--- src/rtl/core/palette_slot_lru_manager_assert.svh ---
// Assertion macros for the palette slot manager RTL.
// Both macros clock on the rising edge of the given clock and are disabled while reset is low.
`ifndef PALETTE_SLOT_LRU_MANAGER_ASSERT_SVH
`define PALETTE_SLOT_LRU_MANAGER_ASSERT_SVH

`ifndef SYNTHESIS

`define PLSM_ASSERT(name, clk, rst_n, prop) \
  name: assert property (@(posedge clk) disable iff (!rst_n) prop) \
    else $error("plsm assertion failed");

`define PLSM_ASSERT_NEVER(name, clk, rst_n, expr) \
  name: assert property (@(posedge clk) disable iff (!rst_n) !(expr)) \
    else $error("plsm forbidden condition seen");

`else

`define PLSM_ASSERT(name, clk, rst_n, prop)

`define PLSM_ASSERT_NEVER(name, clk, rst_n, expr)

`endif

`endif

--- src/rtl/core/plsm_pkg.sv ---
package plsm_pkg;

  // Default number of palette slots
  localparam int SLOT_COUNT_DEF = 16;

  // Fixed field widths
  localparam int TAG_W   = 8;
  localparam int REFS_W  = 8;
  localparam int AGE_W   = 8;
  localparam int BIT_W   = 3;
  localparam int COLOR_W = 16;
  localparam int SLOT_W  = 4;
  localparam int NCOLORS = 4;

  typedef enum logic [1:0] {
    ACT_TICK    = 2'd0,
    ACT_ACQUIRE = 2'd1,
    ACT_RELEASE = 2'd2,
    ACT_LOOKUP  = 2'd3
  } action_e;

  typedef enum logic [1:0] {
    ST_IDLE,
    ST_EVAL,
    ST_SCAN,
    ST_FIN
  } state_e;

  // Commands from the controller to the datapath
  typedef struct packed {
    logic             capture;
    logic             commit;
    logic             scan_init;
    logic             scan_step;
    logic             evict;
    logic [BIT_W-1:0] bit_sel;
  } dp_cmd_t;

  // Status from the datapath to the controller
  typedef struct packed {
    logic need_scan;
    logic idle_any;
    logic out_free;
  } dp_status_t;

endpackage

--- src/rtl/core/plsm_ctrl.sv ---
`include "palette_slot_lru_manager_assert.svh"

module plsm_ctrl (
  input  logic                 clk_i,
  input  logic                 rst_ni,
  input  logic                 in_valid_i,
  output logic                 in_stall_o,
  input  plsm_pkg::dp_status_t status_i,
  output plsm_pkg::dp_cmd_t    cmd_o
);
  import plsm_pkg::*;

  state_e           state_q, state_d;
  logic [BIT_W-1:0] bit_q, bit_d;

  // State and search bit registers
  always_ff @(posedge clk_i or negedge rst_ni) begin
    if (!rst_ni) begin
      state_q <= ST_IDLE;
      bit_q   <= '0;
    end else begin
      state_q <= state_d;
      bit_q   <= bit_d;
    end
  end

  // Next state and datapath commands
  always_comb begin
    state_d       = state_q;
    bit_d         = bit_q;
    cmd_o         = '0;
    cmd_o.bit_sel = bit_q;
    unique case (state_q)
      ST_IDLE: begin
        if (in_valid_i) begin
          cmd_o.capture = 1'b1;
          state_d       = ST_EVAL;
        end
      end
      ST_EVAL: begin
        if (status_i.need_scan && status_i.idle_any) begin
          // start the age search from the top bit
          cmd_o.scan_init = 1'b1;
          bit_d           = BIT_W'(AGE_W - 1);
          state_d         = ST_SCAN;
        end else if (status_i.out_free) begin
          cmd_o.commit = 1'b1;
          state_d      = ST_IDLE;
        end
      end
      ST_SCAN: begin
        cmd_o.scan_step = 1'b1;
        if (bit_q == '0) begin
          state_d = ST_FIN;
        end else begin
          bit_d = bit_q - BIT_W'(1);
        end
      end
      ST_FIN: begin
        if (status_i.out_free) begin
          cmd_o.evict = 1'b1;
          state_d     = ST_IDLE;
        end
      end
      default: begin
        state_d = ST_IDLE;
      end
    endcase
  end

  assign in_stall_o = (state_q != ST_IDLE);

  `PLSM_ASSERT(a_capture_to_eval, clk_i, rst_ni, (state_q == ST_IDLE && in_valid_i) |=> (state_q == ST_EVAL))
  `PLSM_ASSERT(a_scan_ends_in_fin, clk_i, rst_ni, (state_q == ST_SCAN && bit_q == '0) |=> (state_q == ST_FIN))
  `PLSM_ASSERT(a_result_needs_room, clk_i, rst_ni, (cmd_o.commit || cmd_o.evict) |-> status_i.out_free)
  `PLSM_ASSERT_NEVER(a_scan_without_idle, clk_i, rst_ni, cmd_o.scan_init && !status_i.idle_any)

endmodule

--- src/rtl/core/plsm_dp.sv ---
module plsm_dp #(
  parameter int SLOT_COUNT = plsm_pkg::SLOT_COUNT_DEF
) (
  input  logic                          clk_i,
  input  logic                          rst_ni,
  input  plsm_pkg::dp_cmd_t             cmd_i,
  output plsm_pkg::dp_status_t          status_o,
  input  logic [1:0]                    action_i,
  input  logic [plsm_pkg::TAG_W-1:0]    type_id_i,
  input  logic [plsm_pkg::COLOR_W-1:0]  in_color0_i,
  input  logic [plsm_pkg::COLOR_W-1:0]  in_color1_i,
  input  logic [plsm_pkg::COLOR_W-1:0]  in_color2_i,
  input  logic [plsm_pkg::COLOR_W-1:0]  in_color3_i,
  input  logic                          out_stall_i,
  output logic                          out_valid_o,
  output logic [plsm_pkg::SLOT_W-1:0]   slot_o,
  output logic                          slot_ok_o,
  output logic                          upload_o,
  output logic [plsm_pkg::COLOR_W-1:0]  up_color0_o,
  output logic [plsm_pkg::COLOR_W-1:0]  up_color1_o,
  output logic [plsm_pkg::COLOR_W-1:0]  up_color2_o,
  output logic [plsm_pkg::COLOR_W-1:0]  up_color3_o
);
  import plsm_pkg::*;

  localparam int N     = SLOT_COUNT;
  localparam int IDX_W = $clog2(SLOT_COUNT);

  // Slot cells
  logic [N-1:0]        valid_q;
  logic [TAG_W-1:0]    type_q  [N];
  logic [REFS_W-1:0]   refs_q  [N];
  logic [AGE_W-1:0]    stamp_q [N];
  logic [AGE_W-1:0]    frame_q;

  // Captured transaction
  action_e             act_q;
  logic [TAG_W-1:0]    tag_q;
  logic [COLOR_W-1:0]  col_q [NCOLORS];

  // Candidate mask of the age search
  logic [N-1:0]        mask_q;

  // Result register
  logic                out_valid_q;
  logic [SLOT_W-1:0]   slot_q;
  logic                ok_q;
  logic                up_q;
  logic [COLOR_W-1:0]  ucol_q [NCOLORS];

  logic [N-1:0]        match_vec, free_vec, idle_vec, agebit_vec, narrow_vec;
  logic [N-1:0]        hit_oh, free_oh, mask_oh;
  logic [N-1:0]        inc_oh, dec_oh, load_oh;
  logic [IDX_W-1:0]    hit_idx, free_idx, mask_idx;
  logic [AGE_W-1:0]    age [N];
  logic                hit, free_any, out_free;
  logic                res_we, res_ok, res_up;
  logic [IDX_W-1:0]    res_idx;

  // Capture the accepted transaction
  always_ff @(posedge clk_i) begin
    if (cmd_i.capture) begin
      act_q    <= action_e'(action_i);
      tag_q    <= type_id_i;
      col_q[0] <= in_color0_i;
      col_q[1] <= in_color1_i;
      col_q[2] <= in_color2_i;
      col_q[3] <= in_color3_i;
    end
  end

  // Per-slot compare, idle check and age bit
  always_comb begin
    for (int i = 0; i < N; i++) begin
      match_vec[i]  = valid_q[i] && (type_q[i] == tag_q);
      idle_vec[i]   = valid_q[i] && (refs_q[i] == '0);
      age[i]        = frame_q - stamp_q[i];
      agebit_vec[i] = age[i][cmd_i.bit_sel];
    end
  end

  assign free_vec   = ~valid_q;
  assign narrow_vec = mask_q & agebit_vec;
  assign hit        = |match_vec;
  assign free_any   = |free_vec;

  // Lowest set bit as one-hot
  assign hit_oh  = match_vec & (~match_vec + N'(1));
  assign free_oh = free_vec & (~free_vec + N'(1));
  assign mask_oh = mask_q & (~mask_q + N'(1));

  // Lowest set bit as index
  always_comb begin
    hit_idx  = '0;
    free_idx = '0;
    mask_idx = '0;
    for (int i = N - 1; i >= 0; i--) begin
      if (match_vec[i]) hit_idx = IDX_W'(i);
      if (free_vec[i])  free_idx = IDX_W'(i);
      if (mask_q[i])    mask_idx = IDX_W'(i);
    end
  end

  // Slot update enables
  always_comb begin
    inc_oh  = '0;
    dec_oh  = '0;
    load_oh = '0;
    if (cmd_i.commit && act_q == ACT_ACQUIRE) begin
      if (hit) begin
        inc_oh = hit_oh;
      end else if (free_any) begin
        load_oh = free_oh;
      end
    end
    if (cmd_i.commit && act_q == ACT_RELEASE && hit) begin
      dec_oh = hit_oh;
    end
    if (cmd_i.evict) begin
      load_oh = mask_oh;
    end
  end

  // Valid bits
  always_ff @(posedge clk_i or negedge rst_ni) begin
    if (!rst_ni) begin
      valid_q <= '0;
    end else begin
      valid_q <= valid_q | load_oh;
    end
  end

  // Tag, count and stamp of each slot
  always_ff @(posedge clk_i) begin
    for (int i = 0; i < N; i++) begin
      if (load_oh[i]) begin
        type_q[i]  <= tag_q;
        refs_q[i]  <= REFS_W'(1);
        stamp_q[i] <= frame_q;
      end else if (inc_oh[i]) begin
        if (refs_q[i] != '1) refs_q[i] <= refs_q[i] + REFS_W'(1);
      end else if (dec_oh[i]) begin
        if (refs_q[i] != '0) begin
          refs_q[i] <= refs_q[i] - REFS_W'(1);
          // stamp on the last release
          if (refs_q[i] == REFS_W'(1)) stamp_q[i] <= frame_q;
        end
      end
    end
  end

  // Frame counter
  always_ff @(posedge clk_i or negedge rst_ni) begin
    if (!rst_ni) begin
      frame_q <= '0;
    end else if (cmd_i.commit && act_q == ACT_TICK) begin
      frame_q <= frame_q + AGE_W'(1);
    end
  end

  // Age search: keep the candidates whose age has the current bit set, if any does
  always_ff @(posedge clk_i) begin
    if (cmd_i.scan_init) begin
      mask_q <= idle_vec;
    end else if (cmd_i.scan_step && (|narrow_vec)) begin
      mask_q <= narrow_vec;
    end
  end

  // Result selection
  always_comb begin
    res_we  = cmd_i.commit || cmd_i.evict;
    res_ok  = 1'b0;
    res_up  = 1'b0;
    res_idx = '0;
    if (cmd_i.evict) begin
      res_ok  = 1'b1;
      res_up  = 1'b1;
      res_idx = mask_idx;
    end else begin
      case (act_q) inside
        ACT_ACQUIRE: begin
          if (hit) begin
            res_ok  = 1'b1;
            res_idx = hit_idx;
          end else if (free_any) begin
            res_ok  = 1'b1;
            res_up  = 1'b1;
            res_idx = free_idx;
          end
        end
        ACT_RELEASE, ACT_LOOKUP: begin
          res_ok  = hit;
          res_idx = hit ? hit_idx : '0;
        end
        default: begin
          res_ok = 1'b0;
        end
      endcase
    end
  end

  assign out_free = !out_valid_q || !out_stall_i;

  // Output valid
  always_ff @(posedge clk_i or negedge rst_ni) begin
    if (!rst_ni) begin
      out_valid_q <= 1'b0;
    end else if (res_we) begin
      out_valid_q <= 1'b1;
    end else if (!out_stall_i) begin
      out_valid_q <= 1'b0;
    end
  end

  // Output payload
  always_ff @(posedge clk_i) begin
    if (res_we) begin
      slot_q <= SLOT_W'(res_idx);
      ok_q   <= res_ok;
      up_q   <= res_up;
      for (int c = 0; c < NCOLORS; c++) begin
        ucol_q[c] <= res_up ? col_q[c] : '0;
      end
    end
  end

  assign status_o.need_scan = (act_q == ACT_ACQUIRE) && !hit && !free_any;
  assign status_o.idle_any  = |idle_vec;
  assign status_o.out_free  = out_free;

  assign out_valid_o = out_valid_q;
  assign slot_o      = slot_q;
  assign slot_ok_o   = ok_q;
  assign upload_o    = up_q;
  assign up_color0_o = ucol_q[0];
  assign up_color1_o = ucol_q[1];
  assign up_color2_o = ucol_q[2];
  assign up_color3_o = ucol_q[3];

endmodule

--- src/rtl/core/palette_slot_lru_manager.sv ---
// Palette slot manager: keeps SLOT_COUNT reference-counted palette slots and
// serves tick, acquire, release and lookup transactions, one result each.
// Tick, lookup, release, an acquire that hits and an acquire that finds a free
// slot are accepted, then done in one evaluation over all slots in parallel.
// An acquire that must evict goes through evaluation, an 8-step search over
// the 8-bit ages of idle slots one bit per cycle (greatest age, lowest index
// on ties), and the load. A result waits in the output register while the next
// transaction is accepted; evaluation and the load hold only while it is
// full and stalled. The slot output carries the low 4 bits of the slot index.
module palette_slot_lru_manager #(
  parameter int SLOT_COUNT = plsm_pkg::SLOT_COUNT_DEF
) (
  input  logic                          clk_i,
  input  logic                          rst_ni,
  input  logic                          in_valid_i,
  output logic                          in_stall_o,
  input  logic [1:0]                    action_i,
  input  logic [plsm_pkg::TAG_W-1:0]    type_id_i,
  input  logic [plsm_pkg::COLOR_W-1:0]  in_color0_i,
  input  logic [plsm_pkg::COLOR_W-1:0]  in_color1_i,
  input  logic [plsm_pkg::COLOR_W-1:0]  in_color2_i,
  input  logic [plsm_pkg::COLOR_W-1:0]  in_color3_i,
  output logic                          out_valid_o,
  input  logic                          out_stall_i,
  output logic [plsm_pkg::SLOT_W-1:0]   slot_o,
  output logic                          slot_ok_o,
  output logic                          upload_o,
  output logic [plsm_pkg::COLOR_W-1:0]  up_color0_o,
  output logic [plsm_pkg::COLOR_W-1:0]  up_color1_o,
  output logic [plsm_pkg::COLOR_W-1:0]  up_color2_o,
  output logic [plsm_pkg::COLOR_W-1:0]  up_color3_o
);
  import plsm_pkg::*;

  dp_cmd_t    cmd;
  dp_status_t status;

  // Sequencer
  plsm_ctrl u_ctrl (
    .clk_i      (clk_i),
    .rst_ni     (rst_ni),
    .in_valid_i (in_valid_i),
    .in_stall_o (in_stall_o),
    .status_i   (status),
    .cmd_o      (cmd)
  );

  // Slot cells, age search and result register
  plsm_dp #(
    .SLOT_COUNT (SLOT_COUNT)
  ) u_dp (
    .clk_i       (clk_i),
    .rst_ni      (rst_ni),
    .cmd_i       (cmd),
    .status_o    (status),
    .action_i    (action_i),
    .type_id_i   (type_id_i),
    .in_color0_i (in_color0_i),
    .in_color1_i (in_color1_i),
    .in_color2_i (in_color2_i),
    .in_color3_i (in_color3_i),
    .out_stall_i (out_stall_i),
    .out_valid_o (out_valid_o),
    .slot_o      (slot_o),
    .slot_ok_o   (slot_ok_o),
    .upload_o    (upload_o),
    .up_color0_o (up_color0_o),
    .up_color1_o (up_color1_o),
    .up_color2_o (up_color2_o),
    .up_color3_o (up_color3_o)
  );

endmodule
--- config.mk ---
export PLATFORM = sky130hd
export DESIGN_NAME = palette_slot_lru_manager
export DESIGN_NICKNAME = d
export VERILOG_FILES = /design/src/rtl/core/plsm_pkg.sv /design/src/rtl/core/plsm_ctrl.sv /design/src/rtl/core/plsm_dp.sv /design/src/rtl/core/palette_slot_lru_manager.sv
export VERILOG_INCLUDE_DIRS = /design/src /design/src/rtl/core
export SDC_FILE = /design/constraint.sdc
export NUM_CORES = 1
export LEC_CHECK = 0
export BUFFER_PORTS_ARGS = -buffer_cell sky130_fd_sc_hd__clkbuf_2
export CORE_MARGIN = 5
export CORE_UTILIZATION = 30
export DETAILED_ROUTE_END_ITERATION = 8
export PLACE_DENSITY = 0.51
export REMOVE_ABC_BUFFERS = 1
export SLEW_MARGIN = 20
export SYNTH_ARGS = -nofsm -noshare
export SYNTH_HDL_FRONTEND = slang
export SYNTH_SLANG_ARGS = --single-unit
--- constraint.sdc ---
create_clock -name clk_i -period 17.1 [get_ports clk_i]
set_input_delay 0.855 -clock clk_i [delete_from_list [all_inputs] [get_ports clk_i]]
set_output_delay 0.855 -clock clk_i [all_outputs]
set_load 0.05 [all_outputs]
# == Word-level counts from Yosys, hierarchy flattened ==
# Memory sizes are Yosys's and may differ from the RTL's.
# Cells that the tools add are included.
# W data, S select, Z words.
# totals
regBits,62
ramBits,512
inputBits,78
output_inout_bits,72
word_cells,905
n_memories,5
# classes
addsub,53
order_cmp,1
eq_ne,59
n_mux,583
bitwise_logic,57
reduce_logical,136
# mem_list
name,depth,width,rd,rd_clocked_by_memory_dff,write_ports,line_no,rtl
u_dp.refs_q,16,8,16,0,1,plsm_dp.sv:32,logic [REFS_W-1:0] refs_q [N];
u_dp.stamp_q,16,8,16,0,1,plsm_dp.sv:33,logic [AGE_W-1:0] stamp_q [N];
u_dp.type_q,16,8,16,0,1,plsm_dp.sv:31,logic [TAG_W-1:0] type_q [N];
u_dp.col_q,4,16,4,0,4,plsm_dp.sv:39,logic [COLOR_W-1:0] col_q [NCOLORS];
u_dp.ucol_q,4,16,4,0,4,plsm_dp.sv:49,logic [COLOR_W-1:0] ucol_q [NCOLORS];
# op_table
cell,count
$mux W8,93
$mux W4,99
$reduce_or A8 Y1,45
$mux W1,353
$mux W16,13
$add A8 B1 Y8 const B,17
$eq A8 B1 Y1 const B,16
$eq A8 B8 Y1,16
$logic_not A8 Y1,16
$ne A8 B8 Y1 const B,16
$reduce_bool A8 Y1,16
$sub A8 B1 Y8 const B,16
$sub A8 B8 Y8,16
$and A16 B16 Y16,4
$not A16 Y16,4
$reduce_or A16 Y1,4
$add A16 B1 Y16 const B,3
$bmux W1 S3,16
$or A1 B1 Y1,48
$logic_and A1 B1 Y1,40
$or A16 B16 Y16,1
$mux W2,5
$eq A2 B2 Y1 const B,4
$pmux W2 S4,1
15 further kinds,27

# == Logic depth before layout (Yosys ltp) ==
# Gate-level depths: netlist (run 1).
# logic_depth
ltp_word,33
ltp_mapped,16
ltp_nobuf,14

# == Modules after synthesis ==
# Synthesis (run 1) repeated with hierarchy kept, for this count alone.
# unflattened
hier_cells,3117
hier_area_um2,33677.3
# by_module_without_submodules
module,instances,cells_per_inst,area_per_inst_um2,seq_area_each_um2
plsm_dp,1,3088,33365.8,16961.3
plsm_ctrl,1,29,311.5,125.1

# == Least setup slack after synthesis (run 1) ==
# OpenSTA, ideal clock, no wires.
# synth_path
path_kind,reg-to-reg
startpoint,register u_dp.tag_q[3]
endpoint,register u_dp.slot_q[0] (netlist: u_dp.slot_o[0]) (enable)
setup_time_ns,0.521
arrival_time_ns,5.739
required_ns,16.579
setup_slack_ns,10.840
path_stages_with_launch,13
path_buffers,4
synth_period_minus_slack_ns,6.260
cell_sequence,edfxtp_1 buf_4 buf_6 xnor2_1 nand3_1 nor3_1 nor4_4 and3_1 buf_2 buf_2 nand4_1 a21oi_1 a21oi_1
# synth_between
elab_chain_len,10
elab_cells_between_ends,40
classes_between,eq/ne: 16; mux: 2; reduce/logical: 22
# synth_lines
item,line_no,rtl
start: declaration,plsm_dp.sv:38,logic [TAG_W-1:0] tag_q;
start signal: assignment,plsm_dp.sv:64,tag_q <= type_id_i;
$eq A8 B8 Y1,plsm_dp.sv:75,match_vec[i] = valid_q[i] && (type_q[i] == tag_q);
$logic_and A1 B1 Y1,plsm_dp.sv:75,
$reduce_or A16 Y1 *,plsm_dp.sv:84,assign hit = |match_vec;
$logic_not A1 Y1 *,plsm_dp.sv:228,assign status_o.need_scan = (act_q == ACT_ACQUIRE) && !hit && !free_any;
$logic_and A1 B1 Y1 * (2 in a row),plsm_dp.sv:228,
$logic_and A1 B1 Y1 *,plsm_ctrl.sv:41,if (status_i.need_scan && status_i.idle_any) begin
$mux W1 *,plsm_ctrl.sv:41,
$mux W2 *,plsm_ctrl.sv:33,unique case (state_q)
$logic_or A1 B1 Y1 *,plsm_dp.sv:172,res_we = cmd_i.commit || cmd_i.evict;
named net u_dp.res_we,plsm_dp.sv:57,"logic res_we, res_ok, res_up;"
end signal: assignment,plsm_dp.sv:219,slot_q <= SLOT_W'(res_idx);
end: declaration,plsm_dp.sv:46,logic [SLOT_W-1:0] slot_q;
# The timed path passes the listed nets; every way through them passes the cells marked *.
# A chain may end at the register's enable or synchronous reset.

# == Worst setup path after layout (run 1) ==
# layout_path
startpoint,register u_dp.tag_q[6]
endpoint,memory u_dp.refs_q[3][3] (netlist: u_dp.refs_q[0][27]) (data pin)
# layout_between
elab_chain_len,33
elab_cells_between_ends,285
classes_between,add/sub: 1; eq/ne: 16; mux: 197; bitwise: 32; reduce/logical: 39
# layout_lines
item,line_no
branches (longest 32 deep; another with $add A16 B1 Y16),n/a
$mux W8 (no line) *,n/a
end: declaration,plsm_dp.sv:32
# Mark *: on every way between the ends.

==> impl_metrics.csv, run 1 <==
group,metric,value,unit
floorplan,io_pins,150,
clocking,clock_path_buffers,3,
worst_hold_path,holdCritPathClass,"in -> reg",
cells_and_area,multiInputGateArea,15370,um2
cells_and_area,nNetsFinal,3539,
floorplan,initial_core_util,0.3010,
setup_path,critPathMaxStageDelay,0.89,ns
clocking,clkTransAtPathRegs,0.06,ns
grt,gr-total-overflow,0,
setup_path,worstPathCellList,"buf_4 > xnor2_1 > nand4_1 > nor3_1 > or4_4 > nor3_2 > nand3_2 > o41a_1 > inv_1 > nor2_1 > a221oi_1 > o22ai_1",
setup_path,slowest_stage,"nor3_2",
synthesis,synth_edf_count,544,
cells_and_area,seqCellArea,17090,um2
timing,hold_viol_final,0,
timing,setup_tns,0,ns
power_and_ir_drop,irDropWorstVdd,0.06859,mV
timing,fmax,200.4,MHz
setup_path,r2r_slack,12.11,ns
setup_path,r2r-end,"u_dp.refs_q[0][27]",
cells_and_area,final_area,38670,um2
synthesis,async_flop_share,0.05226,
cells_and_area,layout_common_cells,"edfxtp_1 (544), inv_1 (224), a21oi_1 (185)",
cells_and_area,instances_no_fill,4836,
setup_path,path_class,"reg -> reg",
route,drc,0,
clocking,h-tree-depth,3,
timing,fin_crit,4.991,ns
synthesis,ys_seq_area_frac,0.5066,
timing,finalMaxSlewViolations,0,
floorplan,die_area,119200,um2
timing,max-slew-margin-rel,0.2698,
cells_and_area,drive_gt1_frac,0.1239,
setup_path,end_kind,"register",
clocking,post-cts-setup-buffer-count,0,
floorplan,die_width,345.3,um
cells_and_area,final_common_cell,"edfxtp_1",
setup_path,reg2reg_depth,12,
setup_path,crit_path_start_kind,"register",
setup_path,cp.required,17.47,ns
clocking,ctsRootBufferMaster,"clkbuf_16",
clocking,cts.sinks,574,
route,dr.pass1.iters,5,
clocking,cts_buffers,71,
placement,gp_congestion,0.8419,
clocking,holdBufCountCts,0,
clocking,cts_resized,0,
cells_and_area,fill_cells,11400,
placement,placed_cell_area,36310,um2
run,maxCapViolations,0,
synthesis,yosys.cell_types.count,102,
route,wl_per_cell,19.33,um
grt,track_usage,0.1512,
power_and_ir_drop,p_leak,14.49,nW
power_and_ir_drop,power.density,117.2,nW/um2
timing,holdWs,0.3880,ns
placement,portBuffers,149,
clocking,cts_tree,"done",
grt,grt_first_pass_wirelength,143.2,mm
route,drtAntennaViolNets,0,
cells_and_area,syn_to_final_growth,14.67,%
timing,setup_viol,0,
setup_path,crit_fanout,32,
synthesis,yosys_warnings,0,
grt,grt_pass1_vias,23520,
floorplan,core,112000,um2
synthesis,synth_ff_type,"edfxtp_1",
route,vias_per_cell,5.145,
setup_path,endpoint,"u_dp.refs_q[0][27]",
route,wl,93.50,mm
synthesis,ys_seq_elements,574,
synthesis,netlist_instances,3100,
setup_path,critPathLaunch,"u_dp.tag_q[6]",
outcome,status,"finished, final reports clean",
cells_and_area,final_core_util,0.3452,
placement,place_inst,4704,
floorplan,die_y,345.3,um
placement,dp_hpwl,65.05,mm
timing,worst_slew_pin_slew,1.089,ns
route,dr_total_vias,24880,
synthesis,synthesis.area,33730,um2
timing,fin_crit_sh,0.2919,
clocking,insertion_delay,0.64,ns
setup_path,cp.arrival,5.36,ns
floorplan,num_rows,123,
timing,rsz0062_at_grt,"no",
grt,grt_max_degree,66,
grt,antenna_found_initial,8,
synthesis,syn_avg_cell_area,10.88,um2
setup_path,r2r-start,"u_dp.tag_q[6]",
route,drtIter0Drc,1866,
timing,fin_skew,0.03052,ns
## layout make-up
class                      count  share of cell area
sequential                   574              0.4420
tap                         1500             0.04853
clock buffer                  94             0.05002
clock inverter                34             0.01042
inverter                     226             0.02194
multi-input combinational   2203              0.3975
timing repair buffer         201             0.02938
antenna                        4           0.0002588
## sequential cells by signal, indices dropped and copies added (netlist names)
signal            flops
u_dp.slot_o           4
u_ctrl.state_q        2
u_dp.type_q         128
u_dp.refs_q         128
u_dp.tag_q            8
u_dp.upload_o         1
u_ctrl.bit_q          3
u_dp.ucol_q          64
u_dp.stamp_q        128
u_dp.frame_q          8
u_dp.act_q            2
u_dp.valid_q         16
u_dp.slot_ok_o        1
u_dp.mask_q          16
u_dp.col_q           64
u_dp.out_valid_o      1
## per-stage QoR
stage,setup WS (ns),power [mW]
3_5_place_dp,12.16,3.041
5_1_grt,11.78,4.780
2_1_floorplan,10.82,2.670
6_report,12.11,4.534
4_1_cts,12.14,4.600
3_3_place_gp,12.25,3.036
## Yosys cell counts (all sizes together) (33+ instances only)
master / count / area (um2)
a21oi: 187 / 939.7
a221oi: 39 / 341.6
and2: 78 / 488.0
and3: 74 / 462.9
buf: 35 / 272.8
clkbuf: 62 / 232.7
edfxtp: 544 / 16340
ha: 168 / 2102
inv: 226 / 848.3
nand2: 178 / 678.2
nand2b: 33 / 206.5
nand3: 104 / 530.5
nand4: 39 / 259.0
nor2: 180 / 680.7
nor3: 148 / 760.7
nor4: 48 / 365.3
o21ai: 172 / 883.3
or3: 34 / 212.7
xnor2: 158 / 1384
xor2: 44 / 385.4
## metal layers
layer,track usage,up-vias,part of all wire
met4,0.04588,4,0.029
met1,0.2102,12130,0.47
met2,0.2408,539,0.46
met5,0,-,0.00026
li1,-,12070,-
met3,0.02779,145,0.048
## cells by family after synthesis
group | count (synthesis) | synth area share
simple gates | 1049 | 0.1678
compound gates | 725 | 0.1461
flops | 574 | 0.5066
buf+inv | 323 | 0.04014
xor+xnor | 202 | 0.05246
fa+ha+maj | 184 | 0.07182
mux | 43 | 0.01499
## worst min path at each step
stage                     cells after the start  slack, ns         startpoint                  to
after floorplan                               1       0.50   u_dp.col_q[0][0]   u_dp.ucol_q[0][0]
after global placement                        1       0.50  u_dp.col_q[2][12]  u_dp.ucol_q[2][12]
after detailed placement                      1       0.50   u_dp.col_q[2][3]   u_dp.ucol_q[2][3]
after CTS                                     1       0.33     in_color2_i[5]    u_dp.col_q[2][5]
after global routing                          1       0.34     in_color3_i[0]    u_dp.col_q[3][0]
final                                         1       0.39     in_color2_i[5]    u_dp.col_q[2][5]
## critical path: cells and delay by family (launching register included)
| family | cells | cell delay (ns) |
|---|---|---|
| AO/OA/AOI/OAI | 3 | 0.93 |
| buffers and inverters | 2 | 0.95 |
| AND/OR/NAND/NOR | 6 | 2.36 |
| XOR/XNOR | 1 | 0.13 |
| flip-flops | 1 | 0.32 |
## where the power goes
| group | internal [mW] | switching, mW |
|---|---|---|
| combinational | 0.371 | 0.827 |
| sequential | 1.72 | 0.0891 |
| clock | 0.907 | 0.620 |
| total | 3.00 | 1.54 |
Note: power is estimated with default switching activity, not from simulation.
==> run 2: changes to the inputs <==
clock period = 5.1 ns   (was 17.1 ns; I/O delays follow)
==> impl_metrics.csv, run 2 (synthesis results as in run 1) <==
group,metric,value,unit
clocking,cts_tree,"done",
setup_path,r2r_slack,0.52,ns
timing,finalMaxSlewViolations,0,
power_and_ir_drop,irDropWorstVdd,0.2743,mV
placement,portBuffers,149,
setup_path,path_class,"reg -> reg",
route,drtIter0Drc,2138,
timing,fin_crit,4.578,ns
setup_path,reg2reg_depth,11,
clocking,ctsRootBufferMaster,"clkbuf_16",
clocking,cts.sinks,574,
timing,fin_crit_sh,0.8977,
timing,rsz0062_at_grt,"no",
timing,max-slew-margin-rel,0.2616,
route,dr.pass1.iters,6,
grt,gr-total-overflow,0,
setup_path,end_kind,"register",
timing,holdWs,0.1187,ns
run,maxCapViolations,0,
cells_and_area,fill_cells,11230,
worst_hold_path,hold_start,"in_valid_i",
setup_path,r2r-end,"u_dp.refs_q[1][39]",
route,dr_total_vias,25460,
floorplan,initial_core_util,0.3010,
clocking,clkTransAtPathRegs,0.06,ns
clocking,cts_resized,0,
worst_hold_path,hold_end,"u_ctrl.state_q[1]",
worst_hold_path,hold_depth,4,
route,drc,0,
setup_path,cp.required,5.60,ns
route,drtAntennaViolNets,0,
floorplan,die_area,119200,um2
floorplan,num_rows,123,
grt,grt_max_degree,71,
cells_and_area,layout_common_cells,"edfxtp_1 (544), inv_1 (224), a21oi_1 (185)",
grt,grt_pass1_vias,24560,
timing,fin_skew,0.03636,ns
placement,dp_hpwl,66.73,mm
power_and_ir_drop,p_leak,15.12,nW
cells_and_area,syn_to_final_growth,18.22,%
clocking,clock_path_buffers,3,
grt,antenna_found_initial,3,
floorplan,core,112000,um2
clocking,insertion_delay,0.65,ns
clocking,cts_buffers,71,
outcome,status,"finished, final reports clean",
setup_path,crit_path_start_kind,"register",
timing,setup_viol,0,
placement,gp_congestion,0.8479,
route,wl,93.97,mm
power_and_ir_drop,power.density,385.9,nW/um2
cells_and_area,top_regs,"u_dp.refs_q (128), u_dp.stamp_q (128), u_dp.type_q (128)",
timing,setup_tns,0,ns
timing,worst_slew_pin_slew,1.105,ns
route,wl_per_cell,18.94,um
floorplan,die_y,345.3,um
cells_and_area,nNetsFinal,3668,
timing,hold_viol_final,0,
cells_and_area,final_common_cell,"edfxtp_1",
setup_path,r2r-start,"u_dp.tag_q[0]",
grt,grt_first_pass_wirelength,145.7,mm
worst_hold_path,holdCritPathClass,"in -> reg",
floorplan,die_width,345.3,um
floorplan,io_pins,150,
route,vias_per_cell,5.133,
setup_path,cp.arrival,5.08,ns
clocking,h-tree-depth,3,
timing,fmax,218.4,MHz
cells_and_area,drive_gt1_frac,0.1327,
setup_path,crit_fanout,15,
grt,track_usage,0.1531,
run 2: cell type report:
cell class	instances	area, um2	area share
Tap cell	1500	1877	0.04707
Clock inverter	39	523.0	0.01312
Timing Repair Buffer	330	2342	0.05874
Clock buffer	87	1837	0.04607
Inverter	226	848.3	0.02128
Antenna cell	2	5.005	0.0001255
Sequential cell	574	17090	0.4287
Multi-Input combinational cell	2203	15350	0.3849
run 2: worst max-delay path: stages (launching register included):
cell and delay [ns]:
edfxtp_1 0.83, buf_4 0.30, xnor2_1 0.15, nand4_1 0.14, o31ai_1 0.48, or3_1 0.59, nor2_1 0.14, a41oi_1 0.63
inv_1 0.37, nor2_1 0.49, a22oi_1 0.16, a21oi_1 0.16
run 2: metrics by stage:
| step | std cells | instance area, um2 | power (mW) | setup WS, ns | utilization |
|---|---|---|---|---|---|
| 6_report | 4961 | 39870 | 15.39 | 0.5218 | 0.3559 |
| 5_1_grt | 4960 | 39870 | 16.20 | 0.1683 | 0.3559 |
| 4_1_cts | 4959 | 39860 | 15.59 | 0.5064 | 0.3558 |
| 3_5_place_dp | 4758 | 36750 | 10.33 | 0.5219 | 0.3280 |
| 3_3_place_gp | 4758 | 36750 | 10.32 | 0.5077 | 0.3280 |
| 2_1_floorplan | 3003 | 33220 | 8.987 | -1.181 | - |
run 2: how the worst max path moves through the flow:
stage	slack, ns	to	start	cells past startpoint
finish	0.52	u_dp.refs_q[1][39]	u_dp.tag_q[0]	11
global route	0.17	u_dp.refs_q[1][39]	u_dp.tag_q[0]	11
CTS	0.51	u_dp.refs_q[1][35]	u_dp.tag_q[0]	12
detailed placement	0.52	u_dp.refs_q[1][35]	u_dp.tag_q[0]	12
global placement	0.51	u_dp.refs_q[1][35]	u_dp.tag_q[0]	12
floorplan	-1.18	u_dp.slot_o[0]	u_dp.tag_q[7]	8
run 2: routing by layer:
layer / GRT usage / routed length, um
met3: 0.02559 / 4361
met4: 0.05301 / 3228
met2: 0.2442 / 42800
met1: 0.2114 / 43580
met5: 0 / 9
run 2: what timing repair did:
action	CTS	global route
hold buffers	75	0
setup endpoints to repair	0	0
setup buffers	0	0
endpoints found under the hold margin	104	0
run 2: power by group:
group / switching (mW) / internal, mW / total (mW) / leakage (nW)
combinational: 2.80 / 1.39 / 4.18 / 8.68
clock: 2.15 / 2.97 / 5.12 / 1.13
sequential: 0.322 / 5.76 / 6.09 / 5.31
total: 5.27 / 10.1 / 15.4 / 15.1
